<file path="src/cdi_pkg.sv">
package cdi_pkg;

	localparam int DEPTH      = 16;
	localparam int ELEM_WIDTH = 32;
	localparam int PTR_W      = $clog2(DEPTH);
	localparam int CNT_W      = $clog2(DEPTH + 1);

	localparam logic [2:0] FN_READ        = 3'd0;
	localparam logic [2:0] FN_OVERWRITE   = 3'd1;
	localparam logic [2:0] FN_ADD_HIGH    = 3'd2;
	localparam logic [2:0] FN_ADD_LOW     = 3'd3;
	localparam logic [2:0] FN_REMOVE_HIGH = 3'd4;
	localparam logic [2:0] FN_REMOVE_LOW  = 3'd5;

	localparam logic [1:0] ST_OK    = 2'd0;
	localparam logic [1:0] ST_EMPTY = 2'd1;
	localparam logic [1:0] ST_FULL  = 2'd2;
	localparam logic [1:0] ST_RANGE = 2'd3;

	typedef struct packed {
		logic [2:0]            func;
		logic [PTR_W-1:0]      position;
		logic [ELEM_WIDTH-1:0] item_value;
	} req_t;

	typedef struct packed {
		logic [ELEM_WIDTH-1:0] result_value;
		logic [1:0]            status;
		logic [CNT_W-1:0]      occupancy_now;
	} rsp_t;

	typedef enum logic {
		CTL_IDLE,
		CTL_RESP
	} ctl_state_t;

	typedef struct packed {
		logic exec;
	} ctl_cmd_t;

endpackage

</file>
<file path="src/circular_deque_indexed_unit.sv">
// circular deque with indexed access, capacity 16 elements of 32 bits
// request channel: req_valid / req_ready carry req (func, position, item_value)
//   func: read, overwrite, add high, add low, remove high, remove low
// response channel: rsp_valid / rsp_ready carry rsp (result_value, status,
//   occupancy_now), exactly one response per request, in request order
// a request is executed in the cycle it is accepted: the ring store, head
//   pointer and count update at that edge and the response register loads
// the response is valid from the cycle after the request is accepted
// throughput: one request per cycle while rsp_ready is high; a new request
//   is taken in the same cycle the pending response is taken, so the
//   one-entry response register sets the rate
// receiver stall: while rsp_valid is high and rsp_ready low, req_ready is
//   low and the response holds
// reset: arst_n clears head and count (empty deque), no response pending;
//   store contents need no clearing since only occupied slots are read
module circular_deque_indexed_unit
	import cdi_pkg::*;
(
	input  logic clk,
	input  logic arst_n,
	input  logic req_valid,
	output logic req_ready,
	input  req_t req,
	output logic rsp_valid,
	input  logic rsp_ready,
	output rsp_t rsp
);

	ctl_cmd_t cmd;

	cdi_ctrl u_ctrl (
		.clk       (clk),
		.arst_n    (arst_n),
		.req_valid (req_valid),
		.req_ready (req_ready),
		.rsp_valid (rsp_valid),
		.rsp_ready (rsp_ready),
		.cmd       (cmd)
	);

	cdi_datapath u_datapath (
		.clk    (clk),
		.arst_n (arst_n),
		.cmd    (cmd),
		.req    (req),
		.rsp    (rsp)
	);

endmodule

</file>
<file path="src/cdi_ctrl.sv">
module cdi_ctrl
	import cdi_pkg::*;
(
	input  logic     clk,
	input  logic     arst_n,
	input  logic     req_valid,
	output logic     req_ready,
	output logic     rsp_valid,
	input  logic     rsp_ready,
	output ctl_cmd_t cmd
);

	ctl_state_t state_q, state_d;

	always_ff @(posedge clk or negedge arst_n) begin
		if (!arst_n) begin
			state_q <= CTL_IDLE;
		end else begin
			state_q <= state_d;
		end
	end

	always_comb begin
		state_d   = state_q;
		req_ready = 1'b0;
		rsp_valid = 1'b0;
		cmd.exec  = 1'b0;
		unique case (state_q)
			CTL_IDLE: begin
				req_ready = 1'b1;
				cmd.exec  = req_valid;
				if (req_valid) begin
					state_d = CTL_RESP;
				end
			end
			CTL_RESP: begin
				rsp_valid = 1'b1;
				req_ready = rsp_ready;
				cmd.exec  = req_valid && rsp_ready;
				if (rsp_ready && !req_valid) begin
					state_d = CTL_IDLE;
				end
			end
			default: begin
				state_d = CTL_IDLE;
			end
		endcase
	end

endmodule

</file>
<file path="src/cdi_datapath.sv">
module cdi_datapath
	import cdi_pkg::*;
(
	input  logic     clk,
	input  logic     arst_n,
	input  ctl_cmd_t cmd,
	input  req_t     req,
	output rsp_t     rsp
);

	logic [ELEM_WIDTH-1:0] store_q [DEPTH];
	logic [PTR_W-1:0]      head_q, head_d;
	logic [CNT_W-1:0]      count_q, count_d;
	rsp_t                  rsp_q, rsp_d;

	logic [CNT_W-1:0]      count_m1;
	logic [PTR_W-1:0]      head_dec, head_inc;
	logic [PTR_W-1:0]      rd_addr, wr_addr;
	logic [ELEM_WIDTH-1:0] rd_data;
	logic                  wr_en;
	logic                  is_full, is_empty, in_range;

	assign count_m1 = count_q - CNT_W'(1);
	assign head_dec = head_q - PTR_W'(1);
	assign head_inc = head_q + PTR_W'(1);
	assign is_full  = (count_q == CNT_W'(DEPTH));
	assign is_empty = (count_q == '0);
	assign in_range = ({1'b0, req.position} < count_q);

	// single read port address
	always_comb begin
		case (req.func)
			FN_REMOVE_HIGH: rd_addr = head_q + count_m1[PTR_W-1:0];
			FN_REMOVE_LOW:  rd_addr = head_q;
			default:        rd_addr = head_q + req.position;
		endcase
	end

	assign rd_data = store_q[rd_addr];

	always_comb begin
		head_d  = head_q;
		count_d = count_q;
		wr_en   = 1'b0;
		wr_addr = rd_addr;
		rsp_d.result_value = '0;
		rsp_d.status       = ST_OK;
		unique case (req.func) inside
			FN_READ, FN_OVERWRITE: begin
				if (!in_range) begin
					rsp_d.status = ST_RANGE;
				end else begin
					rsp_d.result_value = rd_data;
					wr_en = (req.func == FN_OVERWRITE);
				end
			end
			FN_ADD_HIGH: begin
				if (is_full) begin
					rsp_d.status = ST_FULL;
				end else begin
					wr_en   = 1'b1;
					wr_addr = head_q + count_q[PTR_W-1:0];
					count_d = count_q + CNT_W'(1);
					rsp_d.result_value = req.item_value;
				end
			end
			FN_ADD_LOW: begin
				if (is_full) begin
					rsp_d.status = ST_FULL;
				end else begin
					wr_en   = 1'b1;
					wr_addr = head_dec;
					head_d  = head_dec;
					count_d = count_q + CNT_W'(1);
					rsp_d.result_value = req.item_value;
				end
			end
			FN_REMOVE_HIGH: begin
				if (is_empty) begin
					rsp_d.status = ST_EMPTY;
				end else begin
					count_d = count_m1;
					rsp_d.result_value = rd_data;
				end
			end
			FN_REMOVE_LOW: begin
				if (is_empty) begin
					rsp_d.status = ST_EMPTY;
				end else begin
					head_d  = head_inc;
					count_d = count_m1;
					rsp_d.result_value = rd_data;
				end
			end
			default: begin
			end
		endcase
		rsp_d.occupancy_now = count_d;
	end

	always_ff @(posedge clk or negedge arst_n) begin
		if (!arst_n) begin
			head_q  <= '0;
			count_q <= '0;
		end else if (cmd.exec) begin
			head_q  <= head_d;
			count_q <= count_d;
		end
	end

	always_ff @(posedge clk) begin
		if (cmd.exec) begin
			rsp_q <= rsp_d;
			if (wr_en) begin
				store_q[wr_addr] <= req.item_value;
			end
		end
	end

	assign rsp = rsp_q;

	a_count_bound: assert property (@(posedge clk) disable iff (!arst_n)
		count_q <= CNT_W'(DEPTH))
		else $error("occupancy above capacity");

	a_full_hold: assert property (@(posedge clk) disable iff (!arst_n)
		cmd.exec && is_full && (req.func == FN_ADD_HIGH || req.func == FN_ADD_LOW)
		|=> $stable(count_q) && $stable(head_q) && rsp_q.status == ST_FULL)
		else $error("add on full changed state");

	a_empty_hold: assert property (@(posedge clk) disable iff (!arst_n)
		cmd.exec && is_empty
		&& (req.func == FN_REMOVE_HIGH || req.func == FN_REMOVE_LOW)
		|=> $stable(count_q) && $stable(head_q) && rsp_q.status == ST_EMPTY)
		else $error("remove on empty changed state");

	a_occ_match: assert property (@(posedge clk) disable iff (!arst_n)
		cmd.exec |=> rsp_q.occupancy_now == count_q)
		else $error("reported occupancy differs from count");

endmodule
</file>
<file path="config.mk">
export PLATFORM = sky130hd
export DESIGN_NAME = circular_deque_indexed_unit
export DESIGN_NICKNAME = d
export VERILOG_FILES = /design/src/cdi_pkg.sv /design/src/circular_deque_indexed_unit.sv /design/src/cdi_ctrl.sv /design/src/cdi_datapath.sv
export SDC_FILE = /design/constraint.sdc
export NUM_CORES = 1
export LEC_CHECK = 0
export BUFFER_PORTS_ARGS = -buffer_cell sky130_fd_sc_hd__buf_2
export CORE_MARGIN = 2
export CORE_UTILIZATION = 30
export DETAILED_ROUTE_END_ITERATION = 7
export GPL_TIMING_DRIVEN = 1
export PLACE_DENSITY = 0.47
export RECOVER_POWER = 25
export SLEW_MARGIN = 20
export SYNTH_ARGS = -nofsm -noshare
export SYNTH_HDL_FRONTEND = slang
export SYNTH_HIERARCHICAL = 1
export SYNTH_SLANG_ARGS = --single-unit
</file>
<file path="constraint.sdc">
create_clock -name clk -period 6.01 [get_ports clk]
set_input_delay 0.3005 -clock clk [delete_from_list [all_inputs] [get_ports clk]]
set_output_delay 0.3005 -clock clk [all_outputs]
set_load 0.1 [all_outputs]
</file>
### After elaboration in Yosys (flattened, before gate mapping)

Memory sizes are Yosys's and may differ from the RTL's.
Cells that the tools add are included.

| storage, ports and cells | value |
|---|---|
| bits in latches | 0 |
| bits in writable memories | 512 |
| logic and storage cells | 63 |
| flip-flop bits (word level) | 49 |
| memories kept | 1 |
| memory bits (read-only) | 0 |

Memory list:

| memory | words | width | read ports | clocked after Yosys merged registers in | write ports | line | source |
|---|---|---|---|---|---|---|---|
| u_datapath.store_q | 16 | 32 | 1 | 0 | 1 | cdi_datapath.sv:11 | `logic [ELEM_WIDTH-1:0] store_q [DEPTH];` |

| operators by class | value |
|---|---|
| multipliers | 0 |
| equal/unequal tests | 8 |
| mux-type cells | 29 |
| shifts and indexed selects | 0 |
| reduce and logical (&&, ||, !) cells | 10 |
| div/mod/pow operators | 0 |
| bitwise logic cells | 1 |
| $add $sub $neg | 7 |
| $lt $le $gt $ge | 1 |

Operators with widths:

| kind | number |
|---|---|
| one-hot mux 34 bit (3 select lines) | 1 |
| 2-to-1 mux 32 bit | 3 |
| one-hot mux 4 bit (2 select lines) | 3 |
| 2-to-1 mux 4 bit | 4 |
| adder 4 bit | 3 |
| 2-to-1 mux 5 bit | 2 |
| one-hot mux 5 bit (2 select lines) | 1 |
| 2-to-1 mux 1 bit | 9 |
| one-hot mux 1 bit (2 select lines) | 4 |
| == test 3 x 2 -> 1 bit (second input constant) | 2 |
| == test 3 bit (second input constant) | 2 |
| OR reduction 2 bit | 3 |
| adder 5 x 1 -> 5 bit (second input constant) | 1 |
| == test 5 bit (second input constant) | 1 |
| zero test 5 bit | 1 |
| < comparator 4 x 5 -> 1 bit | 1 |
| subtractor 5 x 1 -> 5 bit (second input constant) | 1 |
| adder 4 x 1 -> 4 bit (second input constant) | 1 |
| 2-to-1 mux 2 bit | 2 |
| inequality test 2 bit (second input constant) | 2 |
| AND reduction 4 bit | 1 |
| subtractor 4 x 1 -> 4 bit (second input constant) | 1 |
| == test 3 x 1 -> 1 bit (second input constant) | 1 |
| zero test 3 bit | 1 |
| other kinds (4) | 5 |

### Depth between registers and ports, before layout

| logic depth | value |
|---|---|
| word-level depth | 6 |
| mapped depth | 15 |
| gate-level depth less buffers | 14 |

### Modules after synthesis

The synthesis kept the hierarchy.

By module, submodules not included:

| module | area an instance (um2) | sequential area each (um2) | times used | cells each |
|---|---|---|---|---|
| cdi_datapath | 23099.7 | 16771.1 | 1 | 1739 |
| cdi_ctrl | 53.8 | 25.0 | 1 | 4 |

### Worst setup path after synthesis

No wires, ideal clock.

| path | value |
|---|---|
| path kind | input to register |
| start | in req[37] (netlist bit) |
| end | mem u_datapath.store_q[15][0], enable pin |
| cell stages on the path | 14 |
| data required time | 5.549 ns |
| setup time | 0.461 ns |
| arrival time | 4.814 ns |
| path buffers | 1 |
| path slack | 0.735 ns |
| cell sequence | inv_1 nand2_1 nor2_1 mux2_2 ha_1 inv_1 fa_1 nand2_1 o21ai_0 buf_2 nor2_1 a21o_1 nand2_1 nor3_1 |

| between the ends | value |
|---|---|
| cells in the longest elaborated chain, start to end | 6 |
| elaborated cells between the ends (all ways) | 17 |
| those cells by class | eq/ne: 5; mux: 9; reduce/logical: 3 |

RTL lines:

| what | line | source |
|---|---|---|
| from (decl) | circular_deque_indexed_unit.sv:23 | `input req_t req,` |
| == test 3 x 1 -> 1 bit (tied with other cells) | cdi_datapath.sv:54 | `wr_en = (req.func == FN_OVERWRITE);` |
| 2-to-1 mux 1 bit (tied with other cells) | cdi_datapath.sv:50 | `if (!in_range) begin` |
| one-hot mux 1 bit (2 select lines) | cdi_datapath.sv:48 | `unique case (req.func) inside` |
| 2-to-1 mux 1 bit | cdi_datapath.sv:114 | `if (wr_en) begin` |
| 2-to-1 mux 1 bit | cdi_datapath.sv:112 | `if (cmd.exec) begin` |
| 2-to-1 mux 1 bit (not written as such) | cdi_datapath.sv:115 | `store_q[wr_addr] <= req.item_value;` |
| to (decl) | cdi_datapath.sv:11 |  |

Parallel ways exist; a longest one is shown, timed or not.

### Worst setup path after layout

| path | value |
|---|---|
| start | reg u_datapath.count_q[0] |
| end | mem u_datapath.store_q[9][8], enable pin |

| between the ends | value |
|---|---|
| cells in the longest elaborated chain, start to end | 6 |
| elaborated cells between the ends (all ways) | 15 |
| those cells by class | add/sub: 3; order compare: 1; eq/ne: 1; mux: 10 |

RTL lines:

| what | line | source |
|---|---|---|
| from (decl) | cdi_datapath.sv:13 | `logic [CNT_W-1:0] count_q, count_d;` |
| from (signal assigned) | cdi_datapath.sv:107 | `count_q <= count_d;` |
| parallel branches: the longest is 6 deep, another holds subtractor 5 x 1 -> 5 bit | -- |  |

Several ways; the timed one is not identified.

==> flow_summary_export.csv <==
group,metric,value,unit
run_status,status,"finished, final reports clean",
pwr,p_total,14.2,mW
route,wl,61000,um
sta,grt_setup_unrepaired,"false",
synth,ys_ff_latch,561,
synth,yosysUniqueCellTypes,50,
global_routing,antenna_found_initial,3,
route,drt_iter0_markers,1041,
synth,syn_inst,1743,
sta,fmax,205,MHz
global_routing,grt_max_degree,145,
synth,synthesis.nets,1802,
synth,synth_seq_area_share,0.725,
sta,final_max_slew_viol_count,0,
cts,clock_sinks,561,
placed_design,port_buffers,83,
worst_setup_path,path_cells,"inv_1, ha_1, a21oi_1, inv_1, fa_1, xnor2_1, a21oi_1, nor2_1, a21oi_1, o211ai_1, nor3_2, buf_4",
synth,ys.warnings.count,6,
cts,cts_resized,0,
cts,numCtsBuffers,60,
floorplan,core,0.0762,mm^2
worst_setup_path,crit_top_cell,"a21oi_1",
sta,setup_viol,0,
global_routing,grt_pass1_wl,90100,um
route,vias_per_cell,4.86,
floorplan,die_y,282,um
route,via_count,14100,
cts,tritoncts,"built",
worst_setup_path,worst_setup_path_end_kind,"flip-flop",
placed_design,preCtsSetupSlack,0.941,ns
final_layout,layout_commonest_cell,"nand2_1",
worst_setup_path,crit_buf_inv,3,
synth,yosys_most_used_dff,"edfxtp_1",
final_layout,area_growth,15.6,%
worst_setup_path,slowest_stage,"nor3_2",
pwr,peakVddDrop,0.477,mV
synth,async_reset_ff_frac,0.0178,
worst_setup_path,cp.required,6.28,ns
sta,clock-skew-final,0.0437,ns
placed_design,hpwlAfterDp,33200,um
worst_setup_path,worstSetupPathType,"flip-flop to flip-flop",
worst_setup_path,cp_data_arrival_time,5.13,ns
worst_setup_path,max_stage_delay,0.99,ns
pwr,power.density,529,mW/mm^2
min_path,hp-class,"input port to flip-flop",
cts,ctsLongestPathBuffers,3,
job,drv_cap,0,
route,first_pass_iters,5,
final_layout,drive_gt1_frac,0.121,
final_layout,final_cell_mix,"558 x nand2_1, 551 x edfxtp_1, 128 x a31oi_1",
global_routing,grt_overflow,0,
cts,cts.clk_slew.worst_paths,0.06,ns
sta,worstMarginPinSlew,1.20,ns
sta,tns,0,ns
synth,post_synth.cell_area_avg,13.3,um^2
cts,clk_latency,0.65,ns
cts,clockRootBuffer,"clkbuf_16",
route,drc,0,
sta,hold_viol,0,
floorplan,io_pins,84,
sta,min_period_over_period,0.810,
route,wl_per_cell,21.0,um
sta,fin_crit,4.87,ns
floorplan,start_util,0.304,
worst_setup_path,crit_family,"compound AO/OA/AOI/OAI gates",
worst_setup_path,critPathLaunchType,"flip-flop",
final_layout,fin_util,0.351,
pwr,p_leak,9.55,nW
sta,finalWorstSetupSlack,1.14,ns
synth,synth_edf_count,551,
global_routing,grt_pass1_vias,13700,
worst_setup_path,critPathMaxFanout,21,
placed_design,gp_congestion,0.775,
floorplan,fp.dieW,282,um
route,ant_nets,0,
sta,slew_headroom,0.198,
global_routing,grt_use_total,0.152,
final_layout,nets,1884,
cts,htreeDepth,2,
floorplan,die_area,0.0794,mm^2
floorplan,row_count,101,
synth,synthesis.area,0.0232,mm^2
layer usage:
| metal | share of wire | vias to the layer above | track usage |
|---|---|---|---|
| li1 | - | 6574 | - |
| met4 | 0.019 | 2 | 0.0352 |
| met2 | 0.48 | 334 | 0.255 |
| met5 | 0.00013 | - | 0 |
| met3 | 0.052 | 82 | 0.0277 |
| met1 | 0.45 | 7133 | 0.204 |
state kept, by name, indices dropped and copies added, names as in the netlist:
register and count:
u_datapath/store_q 512, u_datapath/rsp 39, u_datapath/count_q 5, u_datapath/head_q 4, u_ctrl/state_q 1
path summary, 6_finish.rpt:
path                                             from                  endpoint  slack, ns  depth (start not counted)
worst max-delay path            u_datapath/count_q[0]  u_datapath/store_q[9][8]       1.14                         12
worst min-delay path                           req[9]  u_datapath/store_q[0][9]       0.08                          1
worst max register to register  u_datapath/count_q[0]  u_datapath/store_q[9][8]       1.14                         12
worst min register to register   u_datapath/head_q[3]      u_datapath/head_q[3]       0.63                          1
max in group asynchronous                      arst_n      u_datapath/head_q[3]       5.65                          2
min in group asynchronous                      arst_n      u_datapath/head_q[0]       0.12                          2
synth_stat cells, types with 2 or more instances:
cell	count	area share
inv_1	12	0.0019
edfxtp_1	551	0.71
a211oi_1	3	0.00097
a21oi_1	15	0.0032
o221ai_1	33	0.012
a31oi_1	128	0.035
nand3_1	9	0.0019
o211ai_1	2	0.00065
buf_4	31	0.010
and2_1	3	0.00081
dfrtp_1	10	0.011
nand2b_1	4	0.0011
nor2_1	16	0.0026
o21ai_0	9	0.0019
ha_1	14	0.0076
nand3b_1	2	0.00065
mux2_2	3	0.0015
a22o_1	2	0.00076
nand2_1	558	0.090
clkbuf_1	45	0.0073
xnor2_1	12	0.0045
a21o_1	8	0.0026
buf_2	32	0.0069
fa_1	2	0.0017
mux2i_1	66	0.029
and3_1	125	0.034
nor3_1	20	0.0043
xor2_1	4	0.0015
buf_6	3	0.0015
through the flow:
step	area [um^2]	hold slack, ns	cells
after floorplan	23200	0.00491	1743
after global placement	24800	0.203	2790
after detailed placement	24800	0.203	2790
after CTS	26800	0.00347	2904
after global routing	26800	0.0647	2905
final	26800	0.0811	2905
cell families (layout without fill, tap and decap cells):
family	count (synthesis)	after routing	synth area share
compound gates	211	211	0.0616
xor+xnor	17	17	0.00675
fa+ha+maj	16	16	0.00929
buf+inv	123	254	0.0277
flops	561	561	0.725
mux	70	70	0.0306
other cells	0	1	0
simple gates	745	745	0.139
layout make-up:
class / count / area, um^2
Antenna cell: 1 / 2.50
Clock buffer: 65 / 1540
Clock inverter: 46 / 415
Fill cell: 7385 / 49400
Inverter: 12 / 45.0
Multi-Input combinational cell: 1059 / 5880
Sequential cell: 561 / 16800
Tap cell: 1030 / 1290
Timing Repair Buffer: 131 / 795
worst reg2reg max path: cells and delay by family (launching register included):
kind                     cells  cell delay [ns]
XOR/XNOR                     1             0.18
AO/OA/AOI/OAI                4             1.23
buffers and inverters        3             0.75
adder cells (fa/ha/maj)      2             0.74
AND/OR/NAND/NOR              2             1.12
flip-flops                   1             0.50
what timing repair did:
action / in CTS / in global routing
hold buffers: 3 / 0
buffers inserted: 0 / 0
endpoints found under the hold margin: 11 / 0
power breakdown:
part | leakage [nW] | internal (mW) | switching (mW)
logic | 3.49 | 1.81 | 4.01
registers | 5.11 | 4.55 | 0.138
clock network | 0.953 | 2.10 | 1.54
total | 9.55 | 8.46 | 5.69
(Power assumes the default switching activity.)
